[config.mk]
export PLATFORM = sky130hd
export DESIGN_NAME = tick_driven_calendar_clock
export DESIGN_NICKNAME = d
export VERILOG_FILES = /design/src/rtl/tdcc_pkg.sv /design/src/rtl/tdcc_apb_regs.sv /design/src/rtl/tdcc_timebase.sv /design/src/rtl/tdcc_calendar.sv /design/src/rtl/tick_driven_calendar_clock.sv
export VERILOG_INCLUDE_DIRS = /design/src /design/src/rtl
export SDC_FILE = /design/constraint.sdc
export NUM_CORES = 1
export LEC_CHECK = 0
export BUFFER_PORTS_ARGS = -buffer_cell sky130_fd_sc_hd__buf_2
export CAP_MARGIN = 5
export CORE_ASPECT_RATIO = 0.5
export CORE_UTILIZATION = 50
export CTS_CLUSTER_SIZE = 8
export DETAILED_ROUTE_END_ITERATION = 7
export HOLD_SLACK_MARGIN = 0.15
export PLACE_DENSITY_LB_ADDON = 0.3
export REMOVE_ABC_BUFFERS = 1
export SETUP_SLACK_MARGIN = 0.05
export SLEW_MARGIN = 30
export SYNTH_ARGS = -nofsm -noshare
export SYNTH_HDL_FRONTEND = slang
export SYNTH_HIERARCHICAL = 1
export SYNTH_SLANG_ARGS = --single-unit
[constraint.sdc]
create_clock -name clk_i -period 8.26 [get_ports clk_i]
set_clock_uncertainty 0.15 [all_clocks]
set_input_delay 0 -clock clk_i [delete_from_list [all_inputs] [get_ports clk_i]]
set_output_delay 0 -clock clk_i [all_outputs]
set_load 0.01 [all_outputs]
[src/rtl/assert_macros.svh]
// Assertion macros shared by the calendar clock modules.
`ifndef ASSERT_MACROS_SVH
`define ASSERT_MACROS_SVH

// Check that an expression holds at every clock edge out of reset.
`define ASSERT_ALWAYS(label, expr, msg) \
  label: assert property (@(posedge clk_i) disable iff (!rst_ni) (expr)) \
    else $error(msg);

// Check that a condition is followed by a consequence in the next cycle.
`define ASSERT_NEXT(label, ante, cons, msg) \
  label: assert property (@(posedge clk_i) disable iff (!rst_ni) (ante) |=> (cons)) \
    else $error(msg);

`endif

[src/rtl/tdcc_pkg.sv]
// Package with types, constants and calendar helper functions of the calendar clock.
`default_nettype none

package tdcc_pkg;

  // Default number of display digits
  localparam int unsigned DIGIT_COUNT_DEF = 4;

  // Register reset values
  localparam logic [15:0] SECOND_PERIOD_RST = 16'd1001;
  localparam logic [15:0] DOT_HALF_MARK_RST = 16'd501;
  localparam logic [7:0]  REFRESH_PERIOD_RST = 8'd5;
  localparam logic        DOT_BLINK_RST = 1'b1;

  // Calendar reset values
  localparam logic [5:0]  SEC_RST   = 6'd18;
  localparam logic [5:0]  MIN_RST   = 6'd58;
  localparam logic [4:0]  HOUR_RST  = 5'd23;
  localparam logic [2:0]  WDAY_RST  = 3'd6;
  localparam logic [4:0]  MDAY_RST  = 5'd19;
  localparam logic [3:0]  MONTH_RST = 4'd11;
  localparam logic [11:0] YEAR_RST  = 12'd2016;
  localparam logic [8:0]  YDAY_RST  = 9'd0;

  // Calendar limits
  localparam logic [5:0]  SEC_MAX   = 6'd59;
  localparam logic [5:0]  MIN_MAX   = 6'd59;
  localparam logic [4:0]  HOUR_MAX  = 5'd23;
  localparam logic [2:0]  WDAY_MAX  = 3'd6;
  localparam logic [3:0]  MONTH_MAX = 4'd11;
  localparam logic [11:0] YEAR_MAX  = 12'd4095;

  // Month codes that need special lengths
  localparam logic [3:0] MON_FEB = 4'd1;
  localparam logic [3:0] MON_APR = 4'd3;
  localparam logic [3:0] MON_JUN = 4'd5;
  localparam logic [3:0] MON_SEP = 4'd8;
  localparam logic [3:0] MON_NOV = 4'd10;

  // Highest century in a 12-bit year
  localparam int unsigned CENTURY_LAST = 40;

  // Configuration register indexes
  typedef enum logic [1:0] {
    REG_SECOND_PERIOD  = 2'd0,
    REG_DOT_HALF_MARK  = 2'd1,
    REG_REFRESH_PERIOD = 2'd2,
    REG_DOT_BLINK      = 2'd3
  } reg_idx_e;

  // Configuration register contents
  typedef struct packed {
    logic [15:0] second_period;
    logic [15:0] dot_half_mark;
    logic [7:0]  refresh_period;
    logic        dot_blink_enable;
  } cfg_t;

  // Calendar fields
  typedef struct packed {
    logic [5:0]  seconds;
    logic [5:0]  minutes;
    logic [4:0]  hours;
    logic [2:0]  weekday;
    logic [4:0]  day_of_month;
    logic [3:0]  month_index;
    logic [11:0] year_full;
    logic [8:0]  day_of_year;
  } cal_t;

  // Timebase results of one step
  typedef struct packed {
    logic       second_pulse;
    logic       dot_lit;
    logic [1:0] digit_select;
    logic       draw_strobe;
  } tb_t;

  // Gregorian leap year: century years not divisible by 400 are common years
  function automatic logic leap_year(logic [11:0] y);
    logic res;
    res = (y[1:0] == 2'b00);
    for (int k = 1; k <= CENTURY_LAST; k++) begin
      if ((y == 12'(100 * k)) && ((k & 3) != 0)) begin
        res = 1'b0;
      end
    end
    return res;
  endfunction

  // Length of a month; codes above December count as 31 days
  function automatic logic [4:0] days_in_month(logic [3:0] m, logic [11:0] y);
    logic [4:0] len;
    case (m)
      MON_FEB: len = leap_year(y) ? 5'd29 : 5'd28;
      MON_APR, MON_JUN, MON_SEP, MON_NOV: len = 5'd30;
      default: len = 5'd31;
    endcase
    return len;
  endfunction

endpackage

`default_nettype wire

[src/rtl/tdcc_apb_regs.sv]
// APB configuration registers of the calendar clock.
`default_nettype none

module tdcc_apb_regs (
  input  logic               clk_i,
  input  logic               rst_ni,
  input  logic               psel,
  input  logic               penable,
  input  logic               pwrite,
  input  logic [3:0]         paddr,
  input  logic [31:0]        pwdata,
  output logic [31:0]        prdata,
  output tdcc_pkg::cfg_t     cfg_o
);

  tdcc_pkg::cfg_t   cfg_q;
  tdcc_pkg::reg_idx_e idx;
  logic             wr_en;

  assign idx   = tdcc_pkg::reg_idx_e'(paddr[3:2]);
  assign wr_en = psel & penable & pwrite;

  // Write registers on the access cycle
  always_ff @(posedge clk_i or negedge rst_ni) begin
    if (!rst_ni) begin
      cfg_q.second_period    <= tdcc_pkg::SECOND_PERIOD_RST;
      cfg_q.dot_half_mark    <= tdcc_pkg::DOT_HALF_MARK_RST;
      cfg_q.refresh_period   <= tdcc_pkg::REFRESH_PERIOD_RST;
      cfg_q.dot_blink_enable <= tdcc_pkg::DOT_BLINK_RST;
    end else if (wr_en) begin
      case (idx)
        tdcc_pkg::REG_SECOND_PERIOD:  cfg_q.second_period    <= pwdata[15:0];
        tdcc_pkg::REG_DOT_HALF_MARK:  cfg_q.dot_half_mark    <= pwdata[15:0];
        tdcc_pkg::REG_REFRESH_PERIOD: cfg_q.refresh_period   <= pwdata[7:0];
        tdcc_pkg::REG_DOT_BLINK:      cfg_q.dot_blink_enable <= pwdata[0];
        default: ;
      endcase
    end
  end

  // Return the addressed register
  always_comb begin
    case (idx)
      tdcc_pkg::REG_SECOND_PERIOD:  prdata = {16'd0, cfg_q.second_period};
      tdcc_pkg::REG_DOT_HALF_MARK:  prdata = {16'd0, cfg_q.dot_half_mark};
      tdcc_pkg::REG_REFRESH_PERIOD: prdata = {24'd0, cfg_q.refresh_period};
      tdcc_pkg::REG_DOT_BLINK:      prdata = {31'd0, cfg_q.dot_blink_enable};
      default:                      prdata = 32'd0;
    endcase
  end

  assign cfg_o = cfg_q;

endmodule

`default_nettype wire

[src/rtl/tdcc_timebase.sv]
// Millisecond prescaler, blink dot and display refresh divider.
`default_nettype none

`include "assert_macros.svh"

module tdcc_timebase #(
  parameter int unsigned DIGIT_COUNT = tdcc_pkg::DIGIT_COUNT_DEF
) (
  input  logic           clk_i,
  input  logic           rst_ni,
  input  logic           step_i,
  input  tdcc_pkg::cfg_t cfg_i,
  output tdcc_pkg::tb_t  tb_o
);

  localparam int unsigned IDX_W = (DIGIT_COUNT > 4) ? 3 : 2;
  localparam logic [IDX_W-1:0] IDX_LAST = IDX_W'(DIGIT_COUNT - 1);

  logic [15:0]      tc_q, tc_d, tc_inc;
  logic [7:0]       rc_q, rc_d, rc_inc;
  logic [IDX_W-1:0] idx_q, idx_d;
  logic             dot_q, dot_d;
  logic             pulse, strobe;

  assign tc_inc = tc_q + 16'd1;
  assign rc_inc = rc_q + 8'd1;

  // Advance the counters on a tick
  always_comb begin
    tc_d   = tc_q;
    rc_d   = rc_q;
    idx_d  = idx_q;
    dot_d  = dot_q;
    pulse  = 1'b0;
    strobe = 1'b0;
    if (step_i) begin
      rc_d = rc_inc;
      if (rc_inc >= cfg_i.refresh_period) begin
        strobe = 1'b1;
        rc_d   = 8'd0;
        idx_d  = (idx_q == IDX_LAST) ? '0 : idx_q + IDX_W'(1);
      end
      tc_d = tc_inc;
      if (tc_inc == cfg_i.dot_half_mark) begin
        dot_d = 1'b1;
      end
      if (tc_inc >= cfg_i.second_period) begin
        tc_d  = 16'd0;
        pulse = 1'b1;
        if (cfg_i.dot_blink_enable) begin
          dot_d = 1'b0;
        end
      end
    end
  end

  // Hold the timebase state
  always_ff @(posedge clk_i or negedge rst_ni) begin
    if (!rst_ni) begin
      tc_q  <= 16'd0;
      rc_q  <= 8'd0;
      idx_q <= '0;
      dot_q <= 1'b0;
    end else begin
      tc_q  <= tc_d;
      rc_q  <= rc_d;
      idx_q <= idx_d;
      dot_q <= dot_d;
    end
  end

  assign tb_o.second_pulse = pulse;
  assign tb_o.dot_lit      = dot_d;
  assign tb_o.digit_select = idx_d[1:0];
  assign tb_o.draw_strobe  = strobe;

  `ASSERT_NEXT(a_strobe_clears, strobe, rc_q == 8'd0, "refresh count not cleared after strobe")
  `ASSERT_NEXT(a_pulse_clears, pulse, tc_q == 16'd0, "tick count not cleared after second pulse")
  `ASSERT_ALWAYS(a_idx_range, idx_q <= IDX_LAST, "digit index past last digit")

endmodule

`default_nettype wire

[src/rtl/tdcc_calendar.sv]
// Gregorian calendar registers advanced by one second per pulse.
`default_nettype none

`include "assert_macros.svh"

module tdcc_calendar (
  input  logic           clk_i,
  input  logic           rst_ni,
  input  logic           advance_i,
  output tdcc_pkg::cal_t cal_o
);

  tdcc_pkg::cal_t cal_q, cal_d;
  logic [5:0]  sec_inc, min_inc;
  logic [4:0]  hour_inc, mday_inc, dim;
  logic [2:0]  wday_inc;
  logic [3:0]  mon_inc;
  logic [8:0]  yday_inc;

  assign sec_inc  = cal_q.seconds + 6'd1;
  assign min_inc  = cal_q.minutes + 6'd1;
  assign hour_inc = cal_q.hours + 5'd1;
  assign wday_inc = cal_q.weekday + 3'd1;
  assign mday_inc = cal_q.day_of_month + 5'd1;
  assign mon_inc  = cal_q.month_index + 4'd1;
  assign yday_inc = cal_q.day_of_year + 9'd1;
  assign dim      = tdcc_pkg::days_in_month(cal_q.month_index, cal_q.year_full);

  // Ripple the carry from seconds up to the year
  always_comb begin
    cal_d = cal_q;
    if (advance_i) begin
      cal_d.seconds = sec_inc;
      if (sec_inc > tdcc_pkg::SEC_MAX) begin
        cal_d.seconds = 6'd0;
        cal_d.minutes = min_inc;
        if (min_inc > tdcc_pkg::MIN_MAX) begin
          cal_d.minutes = 6'd0;
          cal_d.hours   = hour_inc;
          if (hour_inc > tdcc_pkg::HOUR_MAX) begin
            cal_d.hours        = 5'd0;
            cal_d.day_of_year  = yday_inc;
            cal_d.weekday      = (wday_inc > tdcc_pkg::WDAY_MAX) ? 3'd0 : wday_inc;
            cal_d.day_of_month = mday_inc;
            if ((mday_inc > dim) || (mday_inc == 5'd0)) begin
              cal_d.day_of_month = 5'd1;
              cal_d.month_index  = mon_inc;
              if (mon_inc > tdcc_pkg::MONTH_MAX) begin
                cal_d.month_index = 4'd0;
                cal_d.day_of_year = 9'd0;
                if (cal_q.year_full < tdcc_pkg::YEAR_MAX) begin
                  cal_d.year_full = cal_q.year_full + 12'd1;
                end
              end
            end
          end
        end
      end
    end
  end

  // Hold the calendar
  always_ff @(posedge clk_i or negedge rst_ni) begin
    if (!rst_ni) begin
      cal_q.seconds      <= tdcc_pkg::SEC_RST;
      cal_q.minutes      <= tdcc_pkg::MIN_RST;
      cal_q.hours        <= tdcc_pkg::HOUR_RST;
      cal_q.weekday      <= tdcc_pkg::WDAY_RST;
      cal_q.day_of_month <= tdcc_pkg::MDAY_RST;
      cal_q.month_index  <= tdcc_pkg::MONTH_RST;
      cal_q.year_full    <= tdcc_pkg::YEAR_RST;
      cal_q.day_of_year  <= tdcc_pkg::YDAY_RST;
    end else begin
      cal_q <= cal_d;
    end
  end

  assign cal_o = cal_d;

  `ASSERT_ALWAYS(a_sec_range, cal_q.seconds <= tdcc_pkg::SEC_MAX, "seconds out of range")
  `ASSERT_ALWAYS(a_min_range, cal_q.minutes <= tdcc_pkg::MIN_MAX, "minutes out of range")
  `ASSERT_NEXT(a_sec_moves, advance_i, cal_q.seconds != $past(cal_q.seconds), "second did not advance")

endmodule

`default_nettype wire

[src/rtl/tick_driven_calendar_clock.sv]
// Top level of the tick-driven calendar clock with output word register.
//
//  channel   dir  word                        accepted when
//  s_axis    in   tick in tdata[0]            s_axis_tvalid & s_axis_tready
//  m_axis    out  calendar and display state  m_axis_tvalid & m_axis_tready
//  apb       in   4 config registers          psel & penable & pwrite
//
// A new word is accepted every cycle while the output register is not stalled.
// The result appears in the output register on the cycle after acceptance.
// The counter and calendar update between the state and output registers.
// A stalled output register holds its word and blocks input until taken.
// Reset restores the calendar start time and the register defaults.
`default_nettype none

`include "assert_macros.svh"

module tick_driven_calendar_clock #(
  parameter int unsigned DIGIT_COUNT = tdcc_pkg::DIGIT_COUNT_DEF
) (
  input  logic        clk_i,
  input  logic        rst_ni,
  // tdata: [0] tick, [7:1] zero
  input  logic        s_axis_tvalid,
  output logic        s_axis_tready,
  input  logic [7:0]  s_axis_tdata,
  // tdata: [5:0] seconds, [11:6] minutes, [16:12] hours, [19:17] weekday,
  // [24:20] day_of_month, [28:25] month_index, [40:29] year_full,
  // [49:41] day_of_year, [50] second_pulse, [51] dot_lit,
  // [53:52] digit_select, [54] draw_strobe, [55] zero
  output logic        m_axis_tvalid,
  input  logic        m_axis_tready,
  output logic [55:0] m_axis_tdata,
  input  logic        psel,
  input  logic        penable,
  input  logic        pwrite,
  input  logic [3:0]  paddr,
  input  logic [31:0] pwdata,
  output logic [31:0] prdata,
  output logic        pready
);

  tdcc_pkg::cfg_t cfg;
  tdcc_pkg::cal_t cal;
  tdcc_pkg::tb_t  tb;
  logic           accept, step;
  logic           out_valid_q, out_valid_d;
  logic [55:0]    out_data_q;

  assign pready        = 1'b1;
  assign s_axis_tready = !out_valid_q || m_axis_tready;
  assign accept        = s_axis_tvalid & s_axis_tready;
  assign step          = accept & s_axis_tdata[0];

  tdcc_apb_regs u_regs (
    .clk_i   (clk_i),
    .rst_ni  (rst_ni),
    .psel    (psel),
    .penable (penable),
    .pwrite  (pwrite),
    .paddr   (paddr),
    .pwdata  (pwdata),
    .prdata  (prdata),
    .cfg_o   (cfg)
  );

  tdcc_timebase #(
    .DIGIT_COUNT (DIGIT_COUNT)
  ) u_timebase (
    .clk_i  (clk_i),
    .rst_ni (rst_ni),
    .step_i (step),
    .cfg_i  (cfg),
    .tb_o   (tb)
  );

  tdcc_calendar u_calendar (
    .clk_i     (clk_i),
    .rst_ni    (rst_ni),
    .advance_i (tb.second_pulse),
    .cal_o     (cal)
  );

  // Load a word on accept, drop valid once taken
  always_comb begin
    if (accept) begin
      out_valid_d = 1'b1;
    end else if (m_axis_tready) begin
      out_valid_d = 1'b0;
    end else begin
      out_valid_d = out_valid_q;
    end
  end

  always_ff @(posedge clk_i or negedge rst_ni) begin
    if (!rst_ni) begin
      out_valid_q <= 1'b0;
    end else begin
      out_valid_q <= out_valid_d;
    end
  end

  // Capture the result word
  always_ff @(posedge clk_i) begin
    if (accept) begin
      out_data_q <= {1'b0, tb.draw_strobe, tb.digit_select, tb.dot_lit, tb.second_pulse,
                     cal.day_of_year, cal.year_full, cal.month_index, cal.day_of_month,
                     cal.weekday, cal.hours, cal.minutes, cal.seconds};
    end
  end

  assign m_axis_tvalid = out_valid_q;
  assign m_axis_tdata  = out_data_q;

  `ASSERT_ALWAYS(a_stall_blocks, !(out_valid_q && !m_axis_tready && accept), "input taken while output stalled")
  `ASSERT_NEXT(a_accept_valid, accept, out_valid_q, "accepted word not presented")
  `ASSERT_NEXT(a_idle_no_pulse, accept && !s_axis_tdata[0], !out_data_q[50] && !out_data_q[54], "idle tick produced an event")

endmodule

`default_nettype wire

==> summary.md, run 1 <==
| Metric | Value |
|---|---|
| Cell taking the most area after synthesis | sky130_fd_sc_hd__dfrtp_1 |
| Sum of routed wire length over all layers | 22,800 um |
| Num rows | 36 |
| # Post-CTS Setup Buffers | 0 |
| Clock input transition at the sequential cells of the worst setup and hold paths | approximately 0.07 ns |
| Arrival time reported for the critical path endpoint | 5.58 ns |
| Number of max-cap violations | 0 |
| Slew at the pin closest to its max-slew limit | 0.929 ns |
| XOR/XNOR Fraction of Synth Area | 4.18% |
| Total vias in the final route | roughly 7,600 |
| Global placer's final weighted congestion | 0.884 |
| I/O Pins | 142 |
| Horizontal die dimension | between 200 and 250 um |
| Path category of the worst min-delay check | input pin to async pin |
| Maximum level of the CTS H-tree | 4 |
| Maximum number of pins on one net before global-route repair | 73 |
| DRC violation count after routing | 0 |
| Wire length of the first global-routing pass | around 37,000 um |
| Final HPWL DP | 15,300 um |
| Warnings, synthesis | 6 |
| Clock root buffer master | sky130_fd_sc_hd__clkbuf_16 |
| RSZ-0062 raised after global routing | no |
| Result of the run | finished, final reports clean |
| Part of the total power dissipated in sequential elements | between 40% and 50% |
| Most instantiated cells after synthesis | 78 x sky130_fd_sc_hd__dfrtp_1, 74 x sky130_fd_sc_hd__nand2_1, 58 x sky130_fd_sc_hd__inv_1 |
| Power, Total | 0.00244 W |
| Critical Path Slowest Stage Cell | sky130_fd_sc_hd__or3_1 |
| Minimum setup slack among reg-to-reg paths | 2.76 ns |
| Crit path cell chain | ha_1 > nand2_1 > nor2_1 > nand3_1 > xnor2_1 > ha_1 > nand4_1 > a2111o_1 > a21oi_1 > buf_4 > nand2_1 > a211oi_2 > nand3_1 > or3_1 > o311ai_1 |
| Count leader, synth | sky130_fd_sc_hd__dfrtp_1 |
| Fraction of registers with async set/reset | 68.4% |
| Synthesized area | 10,200 um2 |
| Clock share of power | between 30 and 40% |
| Sequential Area | 4680 um2 |
| Total of endpoints with negative setup slack in the final report | 0 |
| Sequential-to-total area share from yosys stat | 45.7% |
| Worst setup path category | flop to flop |
| Share of total power consumed by net switching | 30.6% |
| Initial core utilization | 51.8% |
| Largest cells by area after synthesis | sky130_fd_sc_hd__dfrtp_1 19%, sky130_fd_sc_hd__edfxtp_1 16%, sky130_fd_sc_hd__dfstp_2 11% |
| CTS sink cnt | around 170 |
| Kind of start point of the critical path | flop |
| R2R Path End | m_axis_tdata[27]$_DFFE_PP_ |
| Required time reported for the critical path endpoint | 8.34 ns |
| Final Critical Period | approximately 5.5 ns |
| Core ar. | 19,800 um2 |
| Final clock period utilization by the worst path | 66.6% |
| # nets final | 1,161 |
| # port buffers | 98 |
| Number of fill cells in the layout | 1,646 |
| Die area | 21,100 um2 |
| Top-area cell type share of the netlist area | 19.1% |
| Internal cell power | 0.00169 W |
| Logic depth of the worst register-to-register path | 15 |
| FF-to-FF Start | u_timebase/tc_q[0]$_DFFE_PN0P_ |
| Adder-cell area share of the yosys netlist | 5.62% |
| Critical Path Sink Type | flop |
| Final Slew Violations | 0 |
| Largest family of logic cells by synthesized area | simple AND/OR/NAND/NOR gates |
| Power density of the placed cells | approximately 210 nW/um2 |
| Count of flip-flops with a built-in enable after synthesis | 55 |
| Synth Area in Simple Gates | ~17% |
| Number of buffers on the longest clock path | 2 |
| Number of global-route vias before repair | between 7,000 and 8,000 |
| Share of synthesized area spent on multiplexers | 8.11% |
| Achievable Freq | 182 MHz |
| Total area of multi-input combinational cells | 4980 um2 |
| First DRT Iteration DRCs | between 400 and 500 |
| Initial DRT Pass Iterations | 5 |
| Routed Antenna Nets | 0 |
| Switching power total | ~0.00075 W |
| Mean instance size in the synthesized netlist | approximately 11 um2 |
| Post-synthesis cell count | 961 |
| Synthesis-to-finish area growth | 14.0% |
| Leak pwr | 5.00 nW |
| Detail-routed net length per standard cell | 16.9 um |
| Worst hold-check slack | 0.158 ns |
| Layout cells sized above 1 | 23.8% |
| Worst-Skew Late Latency | 0.44 ns |
| Hold Fails Final Rpt | 0 |
| Synthesized-area fraction occupied by ao, oa, aoi and oai cells | between 10 and 15% |
| Max rail drop VDD | ~0.00015 V |
| Number of distinct standard cells referenced by the synthesized netlist | 99 |
| Combinational fraction of design power | 21.0% |
| Headroom to the max-slew limit | between 30% and 40% |
| Flip-flop and latch count after synthesis | 174 |
| Clock tree from TritonCTS | built |
| Gr ovfl total | 0 |
| Delay of the slowest cell on the worst path | ~0.66 ns |
| Largest driver fanout on the critical path | 18 |
| Prevailing post-synth register cell | sky130_fd_sc_hd__dfrtp_1 |
| CTS Buf Count | 17 |
| Final-layout setup total negative slack | 0 ns |
| Number of antenna violations at the first check in global routing | 0 |
| Number of diodes | 0 |
| Die Y-Extent | slightly above 100 um |
| Vias per inst | ~5.6 |
| Area of all placed cells without fillers | 11,700 um2 |
| Overall track demand over capacity in global routing | 22.6% |
| Instance area after placement | 10,700 um2 |
-- routing by layer --
metal  track usage, %  up-vias  part of all wire, %
met4             7.98        0                  1.4
met1             30.3     3720                   46
met2             37.4      175                   48
met3             3.92       28                  4.3
met5                0        -                    0
li1                 -     3657                    -
-- cells by family (layout without fill, tap and decap cells) --
family,after synthesis,in the layout
other,3,18
AND/OR/NAND/NOR,314,314
adder cells (fa/ha/maj),46,46
flip-flops,174,174
XOR/XNOR,48,48
multiplexers,72,72
AO/OA/AOI/OAI,179,179
buffers and inverters,125,226
-- what timing repair did --
| item | in CTS | in global routing |
|---|---|---|
| gates resized for setup | 0 | 0 |
| endpoints found under the hold margin | 111 | 0 |
| hold buffers | 32 | 0 |
-- placed cells by master (no fill, tap or decap), types with 16 or more instances in the layout --
cell type                       netlist  final
sky130_fd_sc_hd__nor2_1              52     52
sky130_fd_sc_hd__buf_2               13     97
sky130_fd_sc_hd__clkbuf_16            0     17
sky130_fd_sc_hd__o21ai_0             53     53
sky130_fd_sc_hd__dfrtp_1             78     78
sky130_fd_sc_hd__dlygate4sd3_1        0     31
sky130_fd_sc_hd__edfxtp_1            55     55
sky130_fd_sc_hd__a21oi_1             17     17
sky130_fd_sc_hd__xor2_1              22     22
sky130_fd_sc_hd__nand3_1             40     40
sky130_fd_sc_hd__nor4_1              16     16
sky130_fd_sc_hd__nor3_1              16     16
sky130_fd_sc_hd__dfstp_2             41     41
sky130_fd_sc_hd__xnor2_1             25     25
sky130_fd_sc_hd__mux2i_1             18     18
sky130_fd_sc_hd__nand2_1             74     74
sky130_fd_sc_hd__conb_1               3     18
sky130_fd_sc_hd__nand4_1             18     18
sky130_fd_sc_hd__ha_1                46     46
sky130_fd_sc_hd__inv_1               58     58
sky130_fd_sc_hd__mux2_2              35     35
-- critical path: cells and delay by family, from the launching register on --
kind	cells	cell delay (ns)
buffers and inverters	1	0.26
adder cells (fa/ha/maj)	2	0.64
AO/OA/AOI/OAI	4	1.24
XOR/XNOR	1	0.17
flip-flops	1	0.49
AND/OR/NAND/NOR	7	2.33
-- how the worst max path moves through the flow --
stage | start | endpoint | slack (ns) | cells past startpoint
floorplan | u_timebase/tc_q[0]$_DFFE_PN0P_ | m_axis_tdata[38]$_DFFE_PP_ | 3.38 | 14
global placement | u_timebase/tc_q[0]$_DFFE_PN0P_ | m_axis_tdata[27]$_DFFE_PP_ | 2.96 | 15
detailed placement | u_timebase/tc_q[0]$_DFFE_PN0P_ | m_axis_tdata[27]$_DFFE_PP_ | 2.83 | 15
CTS | u_timebase/tc_q[0]$_DFFE_PN0P_ | m_axis_tdata[27]$_DFFE_PP_ | 2.78 | 15
global route | u_timebase/tc_q[0]$_DFFE_PN0P_ | m_axis_tdata[27]$_DFFE_PP_ | 2.39 | 15
finish | u_timebase/tc_q[0]$_DFFE_PN0P_ | m_axis_tdata[27]$_DFFE_PP_ | 2.76 | 15
-- metrics by stage --
step,instances,utilization [%],setup WS (ns)
CTS,1342,59.0,2.78
floorplan,909,-,3.38
global placement,1278,54.3,2.96
finish,1343,59.0,2.76
detailed placement,1278,54.3,2.83
global route,1343,59.0,2.39
-- state kept, by name (all words and copies together), names as in the netlist --
name and cells:
m_axis_tdata 55, m_axis_tvalid 1, u_calendar/cal_q 50, u_regs/cfg_o 41, u_timebase/dot_q 1, u_timebase/idx_q 2
u_timebase/rc_q 8, u_timebase/tc_q 16
-- power by group through the flow --
stage | clock network, W | registers (W) | logic (W)
global placement | 0 | 0.00112 | 0.000467
detailed placement | 0 | 0.00113 | 0.000482
floorplan | 0 | 0.00111 | 0.000341
global route | 0.000869 | 0.00113 | 0.000567
CTS | 0.000832 | 0.00111 | 0.000511
finish | 0.000813 | 0.00111 | 0.000512
-- cell type report --
| class | count | area share [%] |
|---|---|---|
| Sequential cell | 174 | 40.1 |
| Tap cell | 266 | 2.85 |
| Clock buffer | 17 | 3.64 |
| Clock inverter | 15 | 1.40 |
| Inverter | 58 | 1.87 |
| Multi-Input combinational cell | 677 | 42.6 |
| Timing Repair Buffer | 136 | 7.50 |
Note: power is estimated with default switching activity, not from simulation.
==> run 2: changes to the inputs <==
- clock period: 8.26 -> 4.6 ns (I/O delays scaled with it)
==> summary.md, run 2 (same netlist as run 1, synthesis figures left out) <==
| Metric | Value |
|---|---|
| Clock input transition at the sequential cells of the worst setup and hold paths | about 0.08 ns |
| Number of buffers on the longest clock path | 2 |
| Delay of the slowest cell on the worst path | ~0.49 ns |
| Worst setup path endpoint | m_axis_tdata[27]$_DFFE_PP_ |
| Most frequent standard cell in the layout excluding fill and tap cells | sky130_fd_sc_hd__buf_2 |
| Met3 Usage GRT | 5.12% |
| First DRT Iteration DRCs | between 400 and 500 |
| Number of diodes | 0 |
| Die Y-Extent | 103 um |
| Required time reported for the critical path endpoint | approximately 4.7 ns |
| Path category of the worst min-delay check | input pin to output pin |
| Top library cells by usage in the layout, fill and taps aside | 98 x sky130_fd_sc_hd__buf_2, 78 x sky130_fd_sc_hd__dfrtp_1, 73 x sky130_fd_sc_hd__nand2_1 |
| Critical Path Slowest Stage Cell | sky130_fd_sc_hd__or3_1 |
| Final clock period utilization by the worst path | a little over nine tenths |
| # Post-CTS Setup Buffers | 0 |
| Gr ovfl total | 0 |
| Logic depth of the worst register-to-register path | 15 |
| Maximum level of the CTS H-tree | 4 |
| Total of endpoints with negative setup slack in the final report | 0 |
| Core ar. | a little under 20,000 um2 |
| Number of global-route vias before repair | 7,222 |
| Arrival time reported for the critical path endpoint | 4.41 ns |
| Max rail drop VDD | 0.000262 V |
| Final Critical Period | 4.33 ns |
| Final Slew Violations | 0 |
| Final HPWL DP | 15,800 um |
| Die area | 21,100 um2 |
| Crit path cell chain | ha_1 > nand2_1 > buf_4 > nor4_4 > xnor2_1 > ha_1 > nand4_1 > a2111o_1 > a21oi_2 > nand2_1 > a211oi_2 > nand3_1 > buf_4 > or3_1 > o311ai_1 |
| Result of the run | finished, final reports clean |
| Horizontal die dimension | 204 um |
| Clock root buffer master | sky130_fd_sc_hd__clkbuf_16 |
| # port buffers | 98 |
| Overall track demand over capacity in global routing | 23.2% |
| Initial DRT Pass Iterations | 5 |
| Slew at the pin closest to its max-slew limit | 0.955 ns |
| Synthesis-to-finish area growth | 15.5% |
| I/O Pins | 142 |
| Largest driver fanout on the critical path | 14 |
| FF-to-FF Start | u_timebase/tc_q[0]$_DFFE_PN0P_ |
| Hold Fails Final Rpt | 0 |
| Initial core utilization | 51.8% |
| CTS Buf Count | 17 |
| Power density of the placed cells | 372 nW/um2 |
| RSZ-0062 raised after global routing | no |
| Layout cells sized above 1 | 25.9% |
| Critical Path Sink Type | flop |
| Headroom to the max-slew limit | 36.1% |
| Number of antenna violations at the first check in global routing | 0 |
| Minimum setup slack among reg-to-reg paths | roughly 0.27 ns |
| Worst setup path category | flop to flop |
| Routed Antenna Nets | 0 |
| Most crowded layer after global routing | met2 |
| Total vias in the final route | 7,732 |
| Global placer's final weighted congestion | 0.922 |
| Num rows | 36 |
| Detail-routed net length per standard cell | 17.3 um |
| Kind of start point of the critical path | flop |
| Achievable Freq | 231 MHz |
| Maximum number of pins on one net before global-route repair | 67 |
| Largest register FFs | 55 |
| Leak pwr | around 5.1 nW |
| Worst setup startpoint | u_timebase/tc_q[0]$_DFFE_PN0P_ |
| # nets final | approximately 1,200 |
| Final core occ | 59.8% |
| Global-route track usage on met1 | 31.4% |
| Number of max-cap violations | 0 |
| R2R Path End | m_axis_tdata[27]$_DFFE_PP_ |
| Worst-Skew Late Latency | 0.44 ns |
| Power, Total | roughly 0.0044 W |
| CTS sink cnt | between 150 and 200 |
| DRC violation count after routing | 0 |
| Clock tree from TritonCTS | built |
| Sum of routed wire length over all layers | 23,600 um |
| Wire length of the first global-routing pass | 37,800 um |
| Vias per inst | 5.67 |
| Met2 routing resource usage after global routing | 37.6% |
-- run 2: how the worst min path moves through the flow --
| stage | start | endpoint | slack, ns | cells after the start |
|---|---|---|---|---|
| final | m_axis_tready | s_axis_tready | 0.17 | 3 |
| after global routing | pwdata[8] | u_regs/cfg_o[33]$_DFFE_PN1P_ | 0.19 | 3 |
| after CTS | m_axis_tready | s_axis_tready | 0.16 | 3 |
| after detailed placement | rst_ni | u_calendar/cal_q[36]$_DFF_PN0_ | -0.23 | 1 |
| after global placement | rst_ni | u_calendar/cal_q[36]$_DFF_PN0_ | -0.23 | 1 |
| after floorplan | rst_ni | m_axis_tvalid$_DFFE_PN0P_ | -0.45 | 0 |
-- run 2: worst max-delay path: cells and delay by family, from the launching register on --
kind | cells | cell delay [ns]
and+or+nand+nor | 6 | 1.24
AOI/OAI and AO/OA | 4 | 1.21
adders and majority gates | 2 | 0.52
DFF | 1 | 0.44
buffers and inverters | 2 | 0.42
xor gates and xnor gates | 1 | 0.16
-- run 2: area by class of cell --
| cell class | count | area (um2) |
|---|---|---|
| fillers | 1629 | 7950 |
| clock inverters | 15 | 168 |
| clock buffers | 17 | 425 |
| multi-input cells | 677 | 5000 |
| inverters | 58 | 218 |
| well taps | 266 | 333 |
| repair buffers | 156 | 997 |
| flip-flops and latches | 174 | 4680 |
-- run 2: report_power, final --
group	internal, W	switching, W	leakage [nW]
clock	0.000733	0.000722	0.287
combinational	0.000455	0.000505	2.91
sequential	0.00181	0.000169	1.91
total	0.00300	0.00140	5.10
-- run 2: routing by layer --
| metal | vias to the layer above | part of all wire (%) |
|---|---|---|
| li1 | 3697 | - |
| met1 | 3825 | 47 |
| met2 | 186 | 48 |
| met3 | 24 | 4.4 |
| met4 | 0 | 1.1 |
| met5 | - | 0 |
-- run 2: repair_timing --
action / CTS / global route
endpoints found under the setup margin: 0 / 46
hold buffers: 28 / 0
resized for setup: 0 / 5
hold endpoints to repair: 158 / 0
-- run 2: per-stage QoR --
step	instances	hold WS [ns]	setup TNS, ns	worst slack [ns]	area [um2]
after global placement	1302	-0.232	0	0.333	10900
after global routing	1363	0.191	0	0.0714	11800
final	1363	0.167	0	0.269	11800
after detailed placement	1302	-0.232	0	0.162	10900
after floorplan	909	-0.446	-5.72	-0.284	9870
after CTS	1362	0.164	0	0.141	11800
